### config.mk
export PLATFORM = sky130hd
export DESIGN_NAME = capm_csr
export DESIGN_NICKNAME = d
export VERILOG_FILES = /design/src/design/capm_pkg.sv /design/src/design/capm_csr.sv
export SDC_FILE = /design/constraint.sdc
export NUM_CORES = 1
export LEC_CHECK = 0
export ABC_AREA = 0
export CORE_MARGIN = 2
export CORE_UTILIZATION = 30
export CTS_CLUSTER_DIAMETER = 120
export DETAILED_ROUTE_END_ITERATION = 12
export DONT_BUFFER_PORTS = 1
export PLACE_DENSITY = 0.48
export SLEW_MARGIN = 10
export SYNTH_ARGS = -nofsm -noshare
export SYNTH_HDL_FRONTEND = slang
export SYNTH_SLANG_ARGS = --single-unit
### constraint.sdc
create_clock -name clock -period 2.1 [get_ports clock]
set_input_delay 0.315 -clock clock [delete_from_list [all_inputs] [get_ports clock]]
set_output_delay 0.315 -clock clock [all_outputs]
set_load 0.02 [all_outputs]
### src/design/capm_pkg.sv
// Shared types, constants and the control microprogram of the attitude mixer.
// Depends on nothing; every other design file imports it.
package capm_pkg;

   // field widths
   localparam int RATE_W  = 18;
   localparam int ACCEL_W = 17;
   localparam int STICK_W = 12;
   localparam int PULSE_W = 11;
   localparam int GAIN_W  = 24;
   localparam int STATE_W = 24;
   localparam int CSR_AW  = 5;
   localparam int CSR_DW  = 32;
   localparam int STEP_W  = 6;
   localparam int OP_W    = 4;
   localparam int MUL_W   = 32;
   localparam int INT_FRAC = 13;

   // register indexes
   localparam logic [2:0] REG_ANGLE_P = 3'd0;
   localparam logic [2:0] REG_ANGLE_I = 3'd1;
   localparam logic [2:0] REG_ANGLE_D = 3'd2;
   localparam logic [2:0] REG_RATE_P  = 3'd3;
   localparam logic [2:0] REG_RATE_I  = 3'd4;
   localparam logic [2:0] REG_RATE_D  = 3'd5;
   localparam logic [2:0] REG_HOVER   = 3'd6;
   localparam logic [2:0] REG_MAX     = 3'd7;

   // register reset values
   localparam logic [GAIN_W-1:0]  RST_ANGLE_P = 24'd196608;
   localparam logic [GAIN_W-1:0]  RST_ANGLE_I = 24'd6554;
   localparam logic [GAIN_W-1:0]  RST_ANGLE_D = 24'd0;
   localparam logic [GAIN_W-1:0]  RST_RATE_P  = 24'd229376;
   localparam logic [GAIN_W-1:0]  RST_RATE_I  = 24'd5243;
   localparam logic [GAIN_W-1:0]  RST_RATE_D  = 24'd131;
   localparam logic [PULSE_W-1:0] RST_HOVER   = 11'd1460;
   localparam logic [PULSE_W-1:0] RST_MAX     = 11'd1850;

   // arithmetic constants
   localparam logic signed [MUL_W-1:0] ALPHA_Q16   = 32'sd62915;
   localparam logic signed [MUL_W-1:0] BETA_Q16    = 32'sd2621;
   localparam logic signed [MUL_W-1:0] DT_Q24      = 32'sd67109;
   localparam logic signed [MUL_W-1:0] HALF_DT_Q24 = 32'sd33554;
   localparam logic [STICK_W-1:0]      ARM_LEVEL   = 12'd1500;
   localparam logic [PULSE_W-1:0]      PULSE_MIN   = 11'd1000;
   localparam logic signed [63:0]      S24_MAX     = 64'sd8388607;
   localparam logic signed [63:0]      S24_MIN     = -64'sd8388608;
   localparam logic signed [63:0]      INT_LIM     = 64'sd3276800;

   // micro-op codes
   typedef logic [OP_W-1:0] op_type;
   localparam op_type OP_F_MUL_RATE  = 4'd0;
   localparam op_type OP_F_SUM       = 4'd1;
   localparam op_type OP_F_MUL_ALPHA = 4'd2;
   localparam op_type OP_F_MUL_BETA  = 4'd3;
   localparam op_type OP_F_WRITE     = 4'd4;
   localparam op_type OP_ARM         = 4'd5;
   localparam op_type OP_SP_MUL      = 4'd6;
   localparam op_type OP_ERR         = 4'd7;
   localparam op_type OP_MUL_P       = 4'd8;
   localparam op_type OP_P_STEP      = 4'd9;
   localparam op_type OP_Q_STEP      = 4'd10;
   localparam op_type OP_MUL_I       = 4'd11;
   localparam op_type OP_INT_STEP    = 4'd12;
   localparam op_type OP_D_STEP      = 4'd13;
   localparam op_type OP_OUT_STEP    = 4'd14;
   localparam op_type OP_END         = 4'd15;

   localparam logic [STEP_W-1:0] STEP_END = 6'd45;

   typedef struct packed {
      logic                active;
      op_type              op;
      logic                axis;    // 0 pitch, 1 roll
      logic                inner;   // 0 angle loop, 1 rate loop
      logic                jump;    // jump to target when disarmed
      logic [STEP_W-1:0]   target;
   } ctrl_type;

   typedef struct packed {
      logic disarmed;
      logic out_busy;
   } stat_type;

   typedef struct packed {
      logic [GAIN_W-1:0]  angle_p;
      logic [GAIN_W-1:0]  angle_i;
      logic [GAIN_W-1:0]  angle_d;
      logic [GAIN_W-1:0]  rate_p;
      logic [GAIN_W-1:0]  rate_i;
      logic [GAIN_W-1:0]  rate_d;
      logic [PULSE_W-1:0] hover;
      logic [PULSE_W-1:0] max_pulse;
   } cfg_type;

   typedef struct packed {
      logic signed [RATE_W-1:0]  pitch_rate;
      logic signed [RATE_W-1:0]  roll_rate;
      logic signed [ACCEL_W-1:0] accel_pitch;
      logic signed [ACCEL_W-1:0] accel_roll;
      logic [STICK_W-1:0]        roll_stick;
      logic [STICK_W-1:0]        pitch_stick;
      logic [STICK_W-1:0]        arm_switch;
   } req_item_type;

   typedef struct packed {
      logic [PULSE_W-1:0] front_left;
      logic [PULSE_W-1:0] front_right;
      logic [PULSE_W-1:0] back_left;
      logic [PULSE_W-1:0] back_right;
      logic               armed;
   } rsp_item_type;

   function automatic ctrl_type cw(input op_type op, input logic axis, input logic inner);
      ctrl_type w;
      w.active = 1'b1;
      w.op     = op;
      w.axis   = axis;
      w.inner  = inner;
      w.jump   = 1'b0;
      w.target = '0;
      return w;
   endfunction

   // control store: filter both axes, arm check, four PIDs, output
   function automatic ctrl_type rom_word(input logic [STEP_W-1:0] step);
      ctrl_type w;
      case (step)
         6'd0:  w = cw(OP_F_MUL_RATE,  1'b0, 1'b0);
         6'd1:  w = cw(OP_F_SUM,       1'b0, 1'b0);
         6'd2:  w = cw(OP_F_MUL_ALPHA, 1'b0, 1'b0);
         6'd3:  w = cw(OP_F_MUL_BETA,  1'b0, 1'b0);
         6'd4:  w = cw(OP_F_WRITE,     1'b0, 1'b0);
         6'd5:  w = cw(OP_F_MUL_RATE,  1'b1, 1'b0);
         6'd6:  w = cw(OP_F_SUM,       1'b1, 1'b0);
         6'd7:  w = cw(OP_F_MUL_ALPHA, 1'b1, 1'b0);
         6'd8:  w = cw(OP_F_MUL_BETA,  1'b1, 1'b0);
         6'd9:  w = cw(OP_F_WRITE,     1'b1, 1'b0);
         6'd10: begin
            w = cw(OP_ARM, 1'b0, 1'b0);
            w.jump   = 1'b1;
            w.target = STEP_END;
         end
         // pitch angle loop
         6'd11: w = cw(OP_SP_MUL,   1'b0, 1'b0);
         6'd12: w = cw(OP_ERR,      1'b0, 1'b0);
         6'd13: w = cw(OP_MUL_P,    1'b0, 1'b0);
         6'd14: w = cw(OP_P_STEP,   1'b0, 1'b0);
         6'd15: w = cw(OP_Q_STEP,   1'b0, 1'b0);
         6'd16: w = cw(OP_MUL_I,    1'b0, 1'b0);
         6'd17: w = cw(OP_INT_STEP, 1'b0, 1'b0);
         6'd18: w = cw(OP_D_STEP,   1'b0, 1'b0);
         6'd19: w = cw(OP_OUT_STEP, 1'b0, 1'b0);
         // pitch rate loop
         6'd20: w = cw(OP_ERR,      1'b0, 1'b1);
         6'd21: w = cw(OP_MUL_P,    1'b0, 1'b1);
         6'd22: w = cw(OP_P_STEP,   1'b0, 1'b1);
         6'd23: w = cw(OP_Q_STEP,   1'b0, 1'b1);
         6'd24: w = cw(OP_MUL_I,    1'b0, 1'b1);
         6'd25: w = cw(OP_INT_STEP, 1'b0, 1'b1);
         6'd26: w = cw(OP_D_STEP,   1'b0, 1'b1);
         6'd27: w = cw(OP_OUT_STEP, 1'b0, 1'b1);
         // roll angle loop
         6'd28: w = cw(OP_SP_MUL,   1'b1, 1'b0);
         6'd29: w = cw(OP_ERR,      1'b1, 1'b0);
         6'd30: w = cw(OP_MUL_P,    1'b1, 1'b0);
         6'd31: w = cw(OP_P_STEP,   1'b1, 1'b0);
         6'd32: w = cw(OP_Q_STEP,   1'b1, 1'b0);
         6'd33: w = cw(OP_MUL_I,    1'b1, 1'b0);
         6'd34: w = cw(OP_INT_STEP, 1'b1, 1'b0);
         6'd35: w = cw(OP_D_STEP,   1'b1, 1'b0);
         6'd36: w = cw(OP_OUT_STEP, 1'b1, 1'b0);
         // roll rate loop
         6'd37: w = cw(OP_ERR,      1'b1, 1'b1);
         6'd38: w = cw(OP_MUL_P,    1'b1, 1'b1);
         6'd39: w = cw(OP_P_STEP,   1'b1, 1'b1);
         6'd40: w = cw(OP_Q_STEP,   1'b1, 1'b1);
         6'd41: w = cw(OP_MUL_I,    1'b1, 1'b1);
         6'd42: w = cw(OP_INT_STEP, 1'b1, 1'b1);
         6'd43: w = cw(OP_D_STEP,   1'b1, 1'b1);
         6'd44: w = cw(OP_OUT_STEP, 1'b1, 1'b1);
         default: w = cw(OP_END, 1'b0, 1'b0);
      endcase
      return w;
   endfunction

endpackage

### src/design/capm_csr.sv
// APB-style register bank holding the loop gains, hover throttle and pulse limit.
// Depends on capm_pkg.
module capm_csr (
   input  logic                          clock,
   input  logic                          reset,
   input  logic                          psel,
   input  logic                          penable,
   input  logic                          pwrite,
   input  logic [capm_pkg::CSR_AW-1:0]   paddr,
   input  logic [capm_pkg::CSR_DW-1:0]   pwdata,
   output logic [capm_pkg::CSR_DW-1:0]   prdata,
   output logic                          pready,
   output capm_pkg::cfg_type             cfg
);
   import capm_pkg::*;

   cfg_type    cfg_ff, cfg_in;
   logic [2:0] idx;
   logic       wr;

   assign pready = 1'b1;
   assign idx    = paddr[CSR_AW-1:2];
   assign wr     = psel && penable && pwrite;
   assign cfg    = cfg_ff;

   // write decode
   always_comb begin
      cfg_in = cfg_ff;
      if (wr) begin
         case (idx)
            REG_ANGLE_P: cfg_in.angle_p   = pwdata[GAIN_W-1:0];
            REG_ANGLE_I: cfg_in.angle_i   = pwdata[GAIN_W-1:0];
            REG_ANGLE_D: cfg_in.angle_d   = pwdata[GAIN_W-1:0];
            REG_RATE_P:  cfg_in.rate_p    = pwdata[GAIN_W-1:0];
            REG_RATE_I:  cfg_in.rate_i    = pwdata[GAIN_W-1:0];
            REG_RATE_D:  cfg_in.rate_d    = pwdata[GAIN_W-1:0];
            REG_HOVER:   cfg_in.hover     = pwdata[PULSE_W-1:0];
            REG_MAX:     cfg_in.max_pulse = pwdata[PULSE_W-1:0];
            default: ;
         endcase
      end
   end

   always_ff @(posedge clock) begin
      if (reset) begin
         cfg_ff.angle_p   <= RST_ANGLE_P;
         cfg_ff.angle_i   <= RST_ANGLE_I;
         cfg_ff.angle_d   <= RST_ANGLE_D;
         cfg_ff.rate_p    <= RST_RATE_P;
         cfg_ff.rate_i    <= RST_RATE_I;
         cfg_ff.rate_d    <= RST_RATE_D;
         cfg_ff.hover     <= RST_HOVER;
         cfg_ff.max_pulse <= RST_MAX;
      end else begin
         cfg_ff <= cfg_in;
      end
   end

   // read mux
   always_comb begin
      case (idx)
         REG_ANGLE_P: prdata = CSR_DW'(cfg_ff.angle_p);
         REG_ANGLE_I: prdata = CSR_DW'(cfg_ff.angle_i);
         REG_ANGLE_D: prdata = CSR_DW'(cfg_ff.angle_d);
         REG_RATE_P:  prdata = CSR_DW'(cfg_ff.rate_p);
         REG_RATE_I:  prdata = CSR_DW'(cfg_ff.rate_i);
         REG_RATE_D:  prdata = CSR_DW'(cfg_ff.rate_d);
         REG_HOVER:   prdata = CSR_DW'(cfg_ff.hover);
         REG_MAX:     prdata = CSR_DW'(cfg_ff.max_pulse);
         default:     prdata = '0;
      endcase
   end

endmodule

==> reports/results.ini <==
[run_status]
status=finished clean

[sta]
tightest_slew_ns=0.770
period_needed_ns=2.05
rsz0062_at_grt=false
slew_viol_final=0
finalSetupTns_ns=0
hold_viol_final=0
setup_ws_ns=0.0467
setup_violations=0
fmax_mhz=487
min_period_over_period_pct=97.8
finalClockSkew_ns=0
slew_headroom_pct=48.5

[logic_synthesis]
synthDistinctLibCells=36
synth_area_leader_cell=dfxtp_1
synth-seq-cells=166
netlist_instances=965
synth_top_area_share_pct=44.8
netlist_area_mm2=0.00742
yosys_warnings=0
synthTopCellsByArea=dfxtp_1 (45%), nand2_1 (17%), a21oi_1 (9.1%)
synth_seq_area_share_pct=44.8
synth_area_per_cell_um2=7.69

[clock_tree]
cts-buffers-inserted=17
htreeDepth=4
post_cts_buffers=0
clk_pin_slew_ns=0.07
clockBufferDepth=2
clk_latency_ns=0.43
cts_tree=built
clock-sinks=166
cts-root-buf=clkbuf_16

[finish]
final_util_pct=37.5
final_nets=1052
fillers=2555
drive_above_1_share_pct=12.1
regArea_mm2=0.00334
antenna_cells=0
area_growth_pct=23.0
largest_reg_flops=166
multi_input_area_mm2=0.00363

[grt]
grt_max_degree=102
grt_pass1_vias=6740
grt_use_total_pct=23.3
grt_pass1_wl_um=45500
antenna_found_initial=0
grt_overflow_total=0

[die]
die_h_um=161
core_mm2=0.0243
start_util_pct=30.5
rows=57
ios=241
die_area_mm2=0.0260
die_x_um=161

[min_path]
hp-start=pwdata[0]
min_to=cfg[22]$_SDFFE_PP1P_
hold_class=in -> reg
hold_depth=2

[drt]
drtIter0Drc=697
vias_per_cell=5.24
route.detailed.drc=0
route.antenna.remaining_nets=0
post_drt_wl_per_cell_um=22.8
drt_wl_total_um=30800
drt_first_pass_iters=5
vias=7064

[flow_run]
maxCapViolations=0

[place]
hpwl_um=18800
io_buffers=0
place_ws_ns=0.330
gp_congestion=0.744

[worst_setup_path]
crit_required_ns=1.78
worstSetupStartpointType=register
slowest_delay_ns=0.48
r2r_cells=3
path_class=reg -> out
end_kind=output port
cp_max_fo=3
rr_startpoint=cfg[73]$_SDFFE_PP0P_
r2r_end=cfg[73]$_SDFFE_PP0P_
r2r_slack_ns=0.72
critPathSlowestCell=dfxtp_1
cp_num_buf_inv=0
crit_arrival_ns=1.74
worstPathCellList=mux2i_1 -> o21ai_0 -> o22a_1
path_delay_family=compound AO/OA/AOI/OAI gates

[power]
p_leak_nw=3.45
peakVddDrop_mv=0.500
power_density_mw_per_mm2=783

[synthesized netlist by cell type (all sizes together)]
master,n
a211o,1
a211oi,5
a21oi,135
a221oi,18
a222oi,7
a22o,8
a22oi,2
a32o,1
buf,67
clkbuf,31
conb,2
dfxtp,166
inv,11
mux2,3
mux2i,26
nand2,327
nand2b,4
nand3,6
nand3b,35
nand4,1
nand4b,1
nor2,47
nor2b,11
nor3,2
o21ai,16
o221ai,1
o22a,7
o2bb2ai,15
o311a,1
or2,5
or3,3
[worst reg2reg max path: cells and delay by family, from the launching register on]
kind	cells	cell delay, ns
compound gates	1	0.18
buf+inv	1	0.57
simple gates	1	0.09
flops	1	0.50
[timing repair]
item,in CTS,in global routing
endpoints found under the hold margin,154,2
hold buffers,61,2
resized for setup,0,19
endpoints found under the setup margin,0,9
[metrics by stage]
| step | power, mW | cells | instance area, µm² | hold slack [ns] |
|---|---|---|---|---|
| 5_1_grt | 7.37 | 1347 | 9130 | 0.00375 |
| 4_1_cts | 7.19 | 1345 | 9060 | 0.0000165 |
| 6_report | 7.15 | 1347 | 9130 | 0.0133 |
| 2_1_floorplan | 3.68 | 972 | 7450 | 0.436 |
| 3_5_place_dp | 3.71 | 1252 | 7810 | 0.395 |
| 3_3_place_gp | 3.71 | 1252 | 7810 | 0.392 |
[area by class of cell]
cell class	instances	share of cell area (%)
inverters	11	0.452
multi-input cells	697	39.8
clock inverters	12	1.77
repair buffers	117	11.8
flip-flops and latches	166	36.6
well taps	324	4.44
clock buffers	20	5.11
[kinds of logic (layout without fill, tap and decap cells)]
family                 after synthesis  count (layout)  synth area share [%]
and+or+nand+nor                    442             442                  25.8
AOI/OAI and AO/OA                  217             217                  18.0
muxes                               29              29                  3.96
buffers and inverters              109             160                  7.37
DFF                                166             166                  44.8
other                                2               9                 0.101
[placed cells by master (no fill, tap or decap), types with 10 or more instances in the layout]
cell / instances
mux2i_1: 24
nor2_1: 43
inv_1: 11
clkbuf_16: 17
a21oi_1: 135
buf_4: 52
o2bb2ai_1: 15
nor2b_1: 10
nand3b_1: 35
dlygate4sd3_1: 62
a221oi_1: 15
nand2_1: 327
dfxtp_2: 13
o21ai_0: 16
dfxtp_1: 153
[how the worst max path moves through the flow]
stage | from | endpoint | cells past startpoint
2_1_floorplan | paddr[2] | prdata[0] | 6
3_3_place_gp | paddr[3] | prdata[8] | 6
3_5_place_dp | paddr[3] | prdata[8] | 6
4_1_cts | cfg[8]$_SDFFE_PP1P_ | prdata[8] | 5
5_1_grt | cfg[9]$_SDFFE_PP1P_ | prdata[9] | 5
6_report | cfg[1]$_SDFFE_PP1P_ | prdata[1] | 3
[metal layers]
metal	vias to the layer above	GRT usage [%]	share of wire (%)
li1	3314	-	-
met1	3395	29.9	42
met2	329	38.7	48
met3	26	6.75	8.7
met4	0	5.80	1.4
met5	-	0	0
[power by group]
| part | internal [mW] | switching [mW] | total, mW |
|---|---|---|---|
| Sequential | 3.17 | 0.0605 | 3.23 |
| Combinational | 0.195 | 0.293 | 0.488 |
| Clock | 1.99 | 1.44 | 3.43 |
| Total | 5.36 | 1.79 | 7.15 |
Note: power is estimated with default switching activity, not from simulation.
