`src/design/capm_pkg.sv`:
```
// Shared types, constants and the control microprogram of the attitude mixer.
// Depends on nothing; every other design file imports it.
package capm_pkg;

   // field widths
   localparam int RATE_W  = 18;
   localparam int ACCEL_W = 17;
   localparam int STICK_W = 12;
   localparam int PULSE_W = 11;
   localparam int GAIN_W  = 24;
   localparam int STATE_W = 24;
   localparam int CSR_AW  = 5;
   localparam int CSR_DW  = 32;
   localparam int STEP_W  = 6;
   localparam int OP_W    = 4;
   localparam int MUL_W   = 32;
   localparam int INT_FRAC = 13;

   // register indexes
   localparam logic [2:0] REG_ANGLE_P = 3'd0;
   localparam logic [2:0] REG_ANGLE_I = 3'd1;
   localparam logic [2:0] REG_ANGLE_D = 3'd2;
   localparam logic [2:0] REG_RATE_P  = 3'd3;
   localparam logic [2:0] REG_RATE_I  = 3'd4;
   localparam logic [2:0] REG_RATE_D  = 3'd5;
   localparam logic [2:0] REG_HOVER   = 3'd6;
   localparam logic [2:0] REG_MAX     = 3'd7;

   // register reset values
   localparam logic [GAIN_W-1:0]  RST_ANGLE_P = 24'd196608;
   localparam logic [GAIN_W-1:0]  RST_ANGLE_I = 24'd6554;
   localparam logic [GAIN_W-1:0]  RST_ANGLE_D = 24'd0;
   localparam logic [GAIN_W-1:0]  RST_RATE_P  = 24'd229376;
   localparam logic [GAIN_W-1:0]  RST_RATE_I  = 24'd5243;
   localparam logic [GAIN_W-1:0]  RST_RATE_D  = 24'd131;
   localparam logic [PULSE_W-1:0] RST_HOVER   = 11'd1460;
   localparam logic [PULSE_W-1:0] RST_MAX     = 11'd1850;

   // arithmetic constants
   localparam logic signed [MUL_W-1:0] ALPHA_Q16   = 32'sd62915;
   localparam logic signed [MUL_W-1:0] BETA_Q16    = 32'sd2621;
   localparam logic signed [MUL_W-1:0] DT_Q24      = 32'sd67109;
   localparam logic signed [MUL_W-1:0] HALF_DT_Q24 = 32'sd33554;
   localparam logic [STICK_W-1:0]      ARM_LEVEL   = 12'd1500;
   localparam logic [PULSE_W-1:0]      PULSE_MIN   = 11'd1000;
   localparam logic signed [63:0]      S24_MAX     = 64'sd8388607;
   localparam logic signed [63:0]      S24_MIN     = -64'sd8388608;
   localparam logic signed [63:0]      INT_LIM     = 64'sd3276800;

   // micro-op codes
   typedef logic [OP_W-1:0] op_type;
   localparam op_type OP_F_MUL_RATE  = 4'd0;
   localparam op_type OP_F_SUM       = 4'd1;
   localparam op_type OP_F_MUL_ALPHA = 4'd2;
   localparam op_type OP_F_MUL_BETA  = 4'd3;
   localparam op_type OP_F_WRITE     = 4'd4;
   localparam op_type OP_ARM         = 4'd5;
   localparam op_type OP_SP_MUL      = 4'd6;
   localparam op_type OP_ERR         = 4'd7;
   localparam op_type OP_MUL_P       = 4'd8;
   localparam op_type OP_P_STEP      = 4'd9;
   localparam op_type OP_Q_STEP      = 4'd10;
   localparam op_type OP_MUL_I       = 4'd11;
   localparam op_type OP_INT_STEP    = 4'd12;
   localparam op_type OP_D_STEP      = 4'd13;
   localparam op_type OP_OUT_STEP    = 4'd14;
   localparam op_type OP_END         = 4'd15;

   localparam logic [STEP_W-1:0] STEP_END = 6'd45;

   typedef struct packed {
      logic                active;
      op_type              op;
      logic                axis;    // 0 pitch, 1 roll
      logic                inner;   // 0 angle loop, 1 rate loop
      logic                jump;    // jump to target when disarmed
      logic [STEP_W-1:0]   target;
   } ctrl_type;

   typedef struct packed {
      logic disarmed;
      logic out_busy;
   } stat_type;

   typedef struct packed {
      logic [GAIN_W-1:0]  angle_p;
      logic [GAIN_W-1:0]  angle_i;
      logic [GAIN_W-1:0]  angle_d;
      logic [GAIN_W-1:0]  rate_p;
      logic [GAIN_W-1:0]  rate_i;
      logic [GAIN_W-1:0]  rate_d;
      logic [PULSE_W-1:0] hover;
      logic [PULSE_W-1:0] max_pulse;
   } cfg_type;

   typedef struct packed {
      logic signed [RATE_W-1:0]  pitch_rate;
      logic signed [RATE_W-1:0]  roll_rate;
      logic signed [ACCEL_W-1:0] accel_pitch;
      logic signed [ACCEL_W-1:0] accel_roll;
      logic [STICK_W-1:0]        roll_stick;
      logic [STICK_W-1:0]        pitch_stick;
      logic [STICK_W-1:0]        arm_switch;
   } req_item_type;

   typedef struct packed {
      logic [PULSE_W-1:0] front_left;
      logic [PULSE_W-1:0] front_right;
      logic [PULSE_W-1:0] back_left;
      logic [PULSE_W-1:0] back_right;
      logic               armed;
   } rsp_item_type;

   function automatic ctrl_type cw(input op_type op, input logic axis, input logic inner);
      ctrl_type w;
      w.active = 1'b1;
      w.op     = op;
      w.axis   = axis;
      w.inner  = inner;
      w.jump   = 1'b0;
      w.target = '0;
      return w;
   endfunction

   // control store: filter both axes, arm check, four PIDs, output
   function automatic ctrl_type rom_word(input logic [STEP_W-1:0] step);
      ctrl_type w;
      case (step)
         6'd0:  w = cw(OP_F_MUL_RATE,  1'b0, 1'b0);
         6'd1:  w = cw(OP_F_SUM,       1'b0, 1'b0);
         6'd2:  w = cw(OP_F_MUL_ALPHA, 1'b0, 1'b0);
         6'd3:  w = cw(OP_F_MUL_BETA,  1'b0, 1'b0);
         6'd4:  w = cw(OP_F_WRITE,     1'b0, 1'b0);
         6'd5:  w = cw(OP_F_MUL_RATE,  1'b1, 1'b0);
         6'd6:  w = cw(OP_F_SUM,       1'b1, 1'b0);
         6'd7:  w = cw(OP_F_MUL_ALPHA, 1'b1, 1'b0);
         6'd8:  w = cw(OP_F_MUL_BETA,  1'b1, 1'b0);
         6'd9:  w = cw(OP_F_WRITE,     1'b1, 1'b0);
         6'd10: begin
            w = cw(OP_ARM, 1'b0, 1'b0);
            w.jump   = 1'b1;
            w.target = STEP_END;
         end
         // pitch angle loop
         6'd11: w = cw(OP_SP_MUL,   1'b0, 1'b0);
         6'd12: w = cw(OP_ERR,      1'b0, 1'b0);
         6'd13: w = cw(OP_MUL_P,    1'b0, 1'b0);
         6'd14: w = cw(OP_P_STEP,   1'b0, 1'b0);
         6'd15: w = cw(OP_Q_STEP,   1'b0, 1'b0);
         6'd16: w = cw(OP_MUL_I,    1'b0, 1'b0);
         6'd17: w = cw(OP_INT_STEP, 1'b0, 1'b0);
         6'd18: w = cw(OP_D_STEP,   1'b0, 1'b0);
         6'd19: w = cw(OP_OUT_STEP, 1'b0, 1'b0);
         // pitch rate loop
         6'd20: w = cw(OP_ERR,      1'b0, 1'b1);
         6'd21: w = cw(OP_MUL_P,    1'b0, 1'b1);
         6'd22: w = cw(OP_P_STEP,   1'b0, 1'b1);
         6'd23: w = cw(OP_Q_STEP,   1'b0, 1'b1);
         6'd24: w = cw(OP_MUL_I,    1'b0, 1'b1);
         6'd25: w = cw(OP_INT_STEP, 1'b0, 1'b1);
         6'd26: w = cw(OP_D_STEP,   1'b0, 1'b1);
         6'd27: w = cw(OP_OUT_STEP, 1'b0, 1'b1);
         // roll angle loop
         6'd28: w = cw(OP_SP_MUL,   1'b1, 1'b0);
         6'd29: w = cw(OP_ERR,      1'b1, 1'b0);
         6'd30: w = cw(OP_MUL_P,    1'b1, 1'b0);
         6'd31: w = cw(OP_P_STEP,   1'b1, 1'b0);
         6'd32: w = cw(OP_Q_STEP,   1'b1, 1'b0);
         6'd33: w = cw(OP_MUL_I,    1'b1, 1'b0);
         6'd34: w = cw(OP_INT_STEP, 1'b1, 1'b0);
         6'd35: w = cw(OP_D_STEP,   1'b1, 1'b0);
         6'd36: w = cw(OP_OUT_STEP, 1'b1, 1'b0);
         // roll rate loop
         6'd37: w = cw(OP_ERR,      1'b1, 1'b1);
         6'd38: w = cw(OP_MUL_P,    1'b1, 1'b1);
         6'd39: w = cw(OP_P_STEP,   1'b1, 1'b1);
         6'd40: w = cw(OP_Q_STEP,   1'b1, 1'b1);
         6'd41: w = cw(OP_MUL_I,    1'b1, 1'b1);
         6'd42: w = cw(OP_INT_STEP, 1'b1, 1'b1);
         6'd43: w = cw(OP_D_STEP,   1'b1, 1'b1);
         6'd44: w = cw(OP_OUT_STEP, 1'b1, 1'b1);
         default: w = cw(OP_END, 1'b0, 1'b0);
      endcase
      return w;
   endfunction

endpackage

```
`src/design/capm_seq.sv`:
```
// Microprogram sequencer: step counter over the control store, with the
// disarm jump and the output stall. Depends on capm_pkg.
module capm_seq (
   input  logic               clock,
   input  logic               reset,
   input  logic               start,
   input  capm_pkg::stat_type stat,
   output capm_pkg::ctrl_type ctrl,
   output logic               busy
);
   import capm_pkg::*;

   logic              run_ff, run_in;
   logic [STEP_W-1:0] step_ff, step_in;
   ctrl_type          word;

   assign word = rom_word(step_ff);
   assign busy = run_ff;

   always_comb begin
      ctrl        = word;
      ctrl.active = run_ff;
   end

   // next step
   always_comb begin
      run_in  = run_ff;
      step_in = step_ff;
      if (!run_ff) begin
         if (start) begin
            run_in  = 1'b1;
            step_in = '0;
         end
      end else if (word.op == OP_END) begin
         if (!stat.out_busy) begin
            run_in = 1'b0;
         end
      end else if (word.jump && stat.disarmed) begin
         step_in = word.target;
      end else begin
         step_in = step_ff + 1'b1;
      end
   end

   always_ff @(posedge clock) begin
      if (reset) begin
         run_ff  <= 1'b0;
         step_ff <= '0;
      end else begin
         run_ff  <= run_in;
         step_ff <= step_in;
      end
   end

endmodule

```
`config.mk`:
```
export PLATFORM = sky130hd
export DESIGN_NAME = capm_seq
export DESIGN_NICKNAME = d
export VERILOG_FILES = /design/src/design/capm_pkg.sv /design/src/design/capm_seq.sv
export SDC_FILE = /design/constraint.sdc
export NUM_CORES = 1
export LEC_CHECK = 0
export BUFFER_PORTS_ARGS = -buffer_cell sky130_fd_sc_hd__buf_2
export CAP_MARGIN = 40
export CORE_ASPECT_RATIO = 0.7
export CORE_MARGIN = 10
export CORE_UTILIZATION = 55
export DETAILED_ROUTE_END_ITERATION = 7
export PLACE_DENSITY = 0.84
export SYNTH_ARGS = -nofsm -noshare
export SYNTH_HDL_FRONTEND = slang
export SYNTH_SLANG_ARGS = --single-unit
```
`constraint.sdc`:
```
create_clock -name clock -period 2.88 [get_ports clock]
set_input_delay 0.576 -clock clock [delete_from_list [all_inputs] [get_ports clock]]
set_output_delay 0.576 -clock clock [all_outputs]
set_load 0.01 [all_outputs]
```
==> impl_metrics.env, run 1 <==
export IMPL_outcome="finished, final reports clean"
export IMPL_cp_start_kind="register"
export IMPL_synthToLayoutAreaGrowth_pct=5.63
export IMPL_synth_cells=140
export IMPL_final_area_sq_um=1220
export IMPL_hp_start="stat[0]"
export IMPL_crit_start="busy$_SDFF_PP0_"
export IMPL_period_share_pct=89.3
export IMPL_syn_area_per_cell_sq_um=8.25
export IMPL_final_cells=173
export IMPL_worst_hold_path_type="in2reg"
export IMPL_setup_tns_ps=0
export IMPL_async_flop_share_pct=0
export IMPL_drt_wl_total_um=3130
export IMPL_clk_insertion_delay_late_ps=290
export IMPL_die_area_sq_um=4360
export IMPL_p_comb_share_pct=13.9
export IMPL_antenna_found_initial=0
export IMPL_clock_skew_ps=7.21
export IMPL_ir_worst_vdd_mv=0.162
export IMPL_p_sw_w=0.000113
export IMPL_maxSlewHeadroom_pct=56.8
export IMPL_critical_path_class="reg2reg"
export IMPL_sw_frac_of_total_pct=27.6
export IMPL_cts_clk_slew_worst_paths_ps=80
export IMPL_reg2reg_depth=7
export IMPL_htreeDepth=1
export IMPL_cts_max_path_buffers=2
export IMPL_drc_errors=0
export IMPL_synth_seq_cells=14
export IMPL_grt_pass1_wl_um=5060
export IMPL_grt_max_degree=16
export IMPL_cp_cell_sequence="inv_1, o311a_4, nor2_4, nor2_1, ha_1, or4_1, o21ai_0"
export IMPL_synth_warnings=0
export IMPL_seq_area_frac_synth_pct=24.3
export IMPL_antenna_left=0
export IMPL_p_seq_share_pct=50.2
export IMPL_critPathMaxFanout=14
export IMPL_tritoncts="done"
export IMPL_io_buffers=17
export IMPL_critPathCaptureType="register"
export IMPL_gr_total_overflow=0
export IMPL_hold_ws_ps=587
export IMPL_post_cts_setup_buffers=0
export IMPL_drive_above_1_share_pct=20.5
export IMPL_core_rowCount=13
export IMPL_grt_util_all_layers_pct=14.5
export IMPL_first_global_vias=1109
export IMPL_cts_sinks=14
export IMPL_power_per_cell_area_nw_per_um2=334
export IMPL_finalSetupViolations=0
export IMPL_synth_edf_count=0
export IMPL_intPower_w=0.000295
export IMPL_num_nets_final=166
export IMPL_fillCellCount=167
export IMPL_firstDrtPassIters=6
export IMPL_syn_area_sq_um=1150
export IMPL_min_path_cells=3
export IMPL_diodes=0
export IMPL_synthFlopType="dfxtp_1"
export IMPL_crit_arrival_ps=2790
export IMPL_total_power_w=0.000408
export IMPL_io_pins=20
export IMPL_start_util_pct=60.2
export IMPL_routed_via_density=6.79
export IMPL_place_area_sq_um=1180
export IMPL_die_x_um=74.8
export IMPL_min_to="busy$_SDFF_PP0_"
export IMPL_num_vias=1175
export IMPL_crit_slowest_cell="dfxtp_1"
export IMPL_clockPowerShare_pct=35.9
export IMPL_hold_violations=0
export IMPL_core_sq_um=1920
export IMPL_wl_per_cell_um=18.1
export IMPL_synth_cell_types=52
export IMPL_leakage_nw=0.535
export IMPL_cts_root_buffer="clkbuf_4"
export IMPL_reg2reg_slack_ps=310
export IMPL_finalCriticalPeriod_ps=2570
export IMPL_drv_cap=0
export IMPL_cts_buffers=3
export IMPL_fmax_mhz=389
export IMPL_cts_hold_buf=0
export IMPL_rsz0062_at_grt="no"
export IMPL_crit_required_ps=3100
export IMPL_numPlacedInstances=169
export IMPL_crit_reg2reg_launch="busy$_SDFF_PP0_"
export IMPL_slew_violations=0
export IMPL_die_y_um=58.3
export IMPL_dp_hpwl_um=2450
export IMPL_cpPeakStageDelay_ps=550
export IMPL_drt_iter0_drc=162
export IMPL_worst_slew_pin_slew_ps=644
export IMPL_r2r_end="word[7]$_DFF_P_"
export IMPL_place_congestion=1.02
export IMPL_cts_resized=0
==> final cells by class <==
type	count	area (sq um)	share of cell area (%)
multi-input cells	104	738	60.5
flip-flops and latches	14	280	23.0
repair buffers	19	100	8.21
inverters	10	37.5	3.08
clock buffers	4	36.3	2.97
well taps	22	27.5	2.26
==> layout by cell type, fill, tap and decap left out, types with 4 or more instances in the layout <==
| cell | instances |
|---|---|
| buf_2 | 17 |
| nor2_1 | 15 |
| dfxtp_1 | 14 |
| inv_1 | 10 |
| ha_1 | 9 |
| nor3_1 | 8 |
| nand2_1 | 7 |
| o21ai_0 | 5 |
| nand3_1 | 4 |
| a21oi_1 | 4 |
==> synth_stat cells, types with 3 or more instances <==
cell type	n	area, sq um
buf_6	3	33.8
ha_1	9	113
inv_1	10	37.5
buf_4	8	60.1
nand4_1	3	18.8
a21oi_1	4	20.0
nor2_1	15	56.3
o21ai_0	5	25.0
nand2_1	7	26.3
nand3b_1	3	22.5
dfxtp_1	14	280
nor3_1	8	40.0
nand3_1	4	20.0
==> critical path: cells and delay by family, from the launching register on <==
family	cells	cell delay (ps)
adders and majority gates	1	300
DFF	1	550
and+or+nand+nor	3	920
buffers and inverters	1	220
AOI/OAI and AO/OA	2	510
==> metal layers <==
metal | vias to the layer above | wire length, um | GRT usage (%)
met5 | - | 0 | 0
met4 | 0 | 99 | 6.45
met3 | 21 | 471 | 5.86
met2 | 84 | 1330 | 22.1
met1 | 532 | 1230 | 17.4
li1 | 538 | - | -
==> how the worst max path moves through the flow <==
stage / to / cells past startpoint
5_1_grt: word[7]$_DFF_P_ / 8
3_3_place_gp: word[7]$_DFF_P_ / 7
3_5_place_dp: word[10]$_DFF_P_ / 10
4_1_cts: word[7]$_DFF_P_ / 7
2_1_floorplan: word[7]$_DFF_P_ / 9
6_report: word[7]$_DFF_P_ / 7
==> per-stage QoR <==
stage               setup WS [ps]  util, %
global placement              433     61.7
global route                 83.1     63.6
finish                        309     63.6
CTS                           361     63.6
detailed placement            358     61.7
floorplan                     555        -
==> power groups by stage <==
stage / clock (W) / combinational [W] / sequential, W
detailed placement: 0 / 0.0000548 / 0.000209
floorplan: 0 / 0.0000412 / 0.000207
global route: 0.000156 / 0.0000610 / 0.000205
finish: 0.000146 / 0.0000566 / 0.000205
global placement: 0 / 0.0000529 / 0.000208
CTS: 0.000145 / 0.0000548 / 0.000204
==> registers in the layout, indices dropped and copies added (netlist names) <==
signal	flops
step_ff	6
word	7
busy	1
==> logic make-up after synthesis <==
kind of cell	count (synthesis)	synth area share [%]
buf+inv	23	12.1
mux	1	0.867
flops	14	24.3
compound gates	38	27.4
fa+ha+maj	9	9.75
other cells	1	0.325
simple gates	54	25.2
(Power assumes the default switching activity.)
==> inputs of run 2 (changes only) <==
- PLACE_DENSITY: 0.84 -> 0.86
==> run 2 against run 1 <==
  * Maximum frequency up 0.61%
  * Clock skew down 4.4 ps
  * Setup slack better by 16 ps
  * Core utilization unchanged
  * Critical path depth unchanged
  * Non-clock buffer count unchanged
  * Sequential share of layout area unchanged
  * Sequential power about the same
  * Count of clock-buffer cells in the layout unchanged
  * Global-route usage down 1.1 points
  * Critical path type unchanged
==> impl_metrics.env, run 2 (synthesis results as in run 1) <==
export IMPL_grt_use_met1_pct=17.5
export IMPL_die_y_um=58.3
export IMPL_first_global_vias=967
export IMPL_leakage_nw=0.535
export IMPL_routed_via_density=6.47
export IMPL_synthToLayoutAreaGrowth_pct=5.63
export IMPL_period_share_pct=88.7
export IMPL_drive_above_1_share_pct=20.5
export IMPL_finalCriticalPeriod_ps=2560
export IMPL_io_pins=20
export IMPL_finalSetupViolations=0
export IMPL_io_buffers=17
export IMPL_core_sq_um=1920
export IMPL_drc_errors=0
export IMPL_drt_wl_total_um=2980
export IMPL_cts_resized=0
export IMPL_wl_per_cell_um=17.2
export IMPL_crit_buf_inv=1
export IMPL_die_x_um=74.8
export IMPL_use_met3_pct=4.36
export IMPL_rsz0062_at_grt="no"
export IMPL_drt_iter0_drc=81
export IMPL_gr_total_overflow=0
export IMPL_numPlacedInstances=169
export IMPL_cts_buffers=3
export IMPL_crit_reg2reg_launch="busy$_SDFF_PP0_"
export IMPL_mostFrequentLayoutCells="buf_2, nor2_1, dfxtp_1"
export IMPL_cp_cell_sequence="inv_1, o311a_4, nor2_4, nor2_1, ha_1, or4_1, o21ai_0"
export IMPL_worst_slew_pin_slew_ps=735
export IMPL_antenna_left=0
export IMPL_place_area_sq_um=1180
export IMPL_outcome="finished, final reports clean"
export IMPL_crit_slowest_cell="dfxtp_1"
export IMPL_top_usage_layer="met2"
export IMPL_final_cells=173
export IMPL_cts_root_buffer="clkbuf_4"
export IMPL_tritoncts="done"
export IMPL_ir_worst_vdd_mv=0.194
export IMPL_firstDrtPassIters=4
export IMPL_crit_arrival_ps=2780
export IMPL_htreeDepth=1
export IMPL_drv_cap=0
export IMPL_crit_required_ps=3100
export IMPL_final_area_sq_um=1220
export IMPL_power_per_cell_area_nw_per_um2=335
export IMPL_reg2reg_slack_ps=320
export IMPL_grt_max_degree=16
export IMPL_total_power_w=0.000408
export IMPL_maxSlewHeadroom_pct=50.6
export IMPL_die_area_sq_um=4360
export IMPL_r2r_end="word[7]$_DFF_P_"
export IMPL_fmax_mhz=391
export IMPL_post_cts_setup_buffers=0
export IMPL_diodes=0
export IMPL_worst_hold_path_type="in2reg"
export IMPL_grt_util_all_layers_pct=13.3
export IMPL_path_delay_family="simple AND/OR/NAND/NOR gates"
export IMPL_place_congestion=1.00
export IMPL_setup_tns_ps=0
export IMPL_clk_insertion_delay_late_ps=290
export IMPL_reg2reg_depth=7
export IMPL_critical_path_class="reg2reg"
export IMPL_min_path_cells=3
export IMPL_use_met2_pct=19.7
export IMPL_mostFrequentLayoutCell="buf_2"
export IMPL_cts_max_path_buffers=2
export IMPL_min_to="busy$_SDFF_PP0_"
export IMPL_dp_hpwl_um=2340
export IMPL_antenna_found_initial=0
export IMPL_cts_sinks=14
export IMPL_grt_pass1_wl_um=4600
export IMPL_hp_start="stat[0]"
export IMPL_hold_violations=0
export IMPL_cts_hold_buf=0
export IMPL_start_util_pct=60.2
export IMPL_critPathCaptureType="register"
export IMPL_cp_start_kind="register"
export IMPL_clock_skew_ps=2.84
export IMPL_critPathMaxFanout=14
export IMPL_cpPeakStageDelay_ps=560
export IMPL_slew_violations=0
export IMPL_num_vias=1119
export IMPL_fillCellCount=169
export IMPL_cts_clk_slew_worst_paths_ps=90
export IMPL_core_rowCount=13
export IMPL_largest_register_ffs=7
export IMPL_num_nets_final=166
## run 2: cell counts in the layout (fill, tap and decap cells not counted)
No cell type changed its count.
## run 2: area by class of cell
type | instances | area, sq um | share of cell area [%]
Inverter | 10 | 37.5 | 3.08
Sequential cell | 14 | 280 | 23.0
Multi-Input combinational cell | 104 | 738 | 60.5
Tap cell | 22 | 27.5 | 2.26
Timing Repair Buffer | 19 | 100 | 8.21
Clock buffer | 4 | 36.3 | 2.97
## run 2: through the flow
| step | util (%) | hold slack [ps] | setup slack [ps] |
|---|---|---|---|
| 6_report | 63.6 | 594 | 325 |
| 3_5_place_dp | 61.7 | 734 | 314 |
| 4_1_cts | 63.6 | 603 | 371 |
| 2_1_floorplan | - | 661 | 555 |
| 3_3_place_gp | 61.7 | 694 | 442 |
| 5_1_grt | 63.6 | 621 | 114 |
## run 2: worst register-to-register path, cell delays in order (launching register included)
cell and delay [ps]:
dfxtp_1 560, inv_1 200, o311a_4 420, nor2_4 290, nor2_1 140, ha_1 310
or4_1 490, o21ai_0 80
## run 2: worst max-delay path by stage
| stage | from | cells past startpoint | endpoint | slack [ps] |
|---|---|---|---|---|
| after floorplan | busy$_SDFF_PP0_ | 9 | word[7]$_DFF_P_ | 550 |
| after global placement | busy$_SDFF_PP0_ | 7 | word[7]$_DFF_P_ | 440 |
| after detailed placement | stat[1] | 10 | word[10]$_DFF_P_ | 310 |
| after CTS | busy$_SDFF_PP0_ | 7 | word[7]$_DFF_P_ | 370 |
| after global routing | busy$_SDFF_PP0_ | 9 | word[10]$_DFF_P_ | 110 |
| final | busy$_SDFF_PP0_ | 7 | word[7]$_DFF_P_ | 320 |
## run 2: per-layer routing
layer,wire length [um],part of all wire [%]
met1,1270,43
met2,1260,42
met3,403,14
met4,41,1.4
met5,0,0
## run 2: power breakdown
part	switching, W	internal, W
Sequential	0.00000682	0.000198
Clock	0.0000718	0.0000771
Combinational	0.0000347	0.0000202
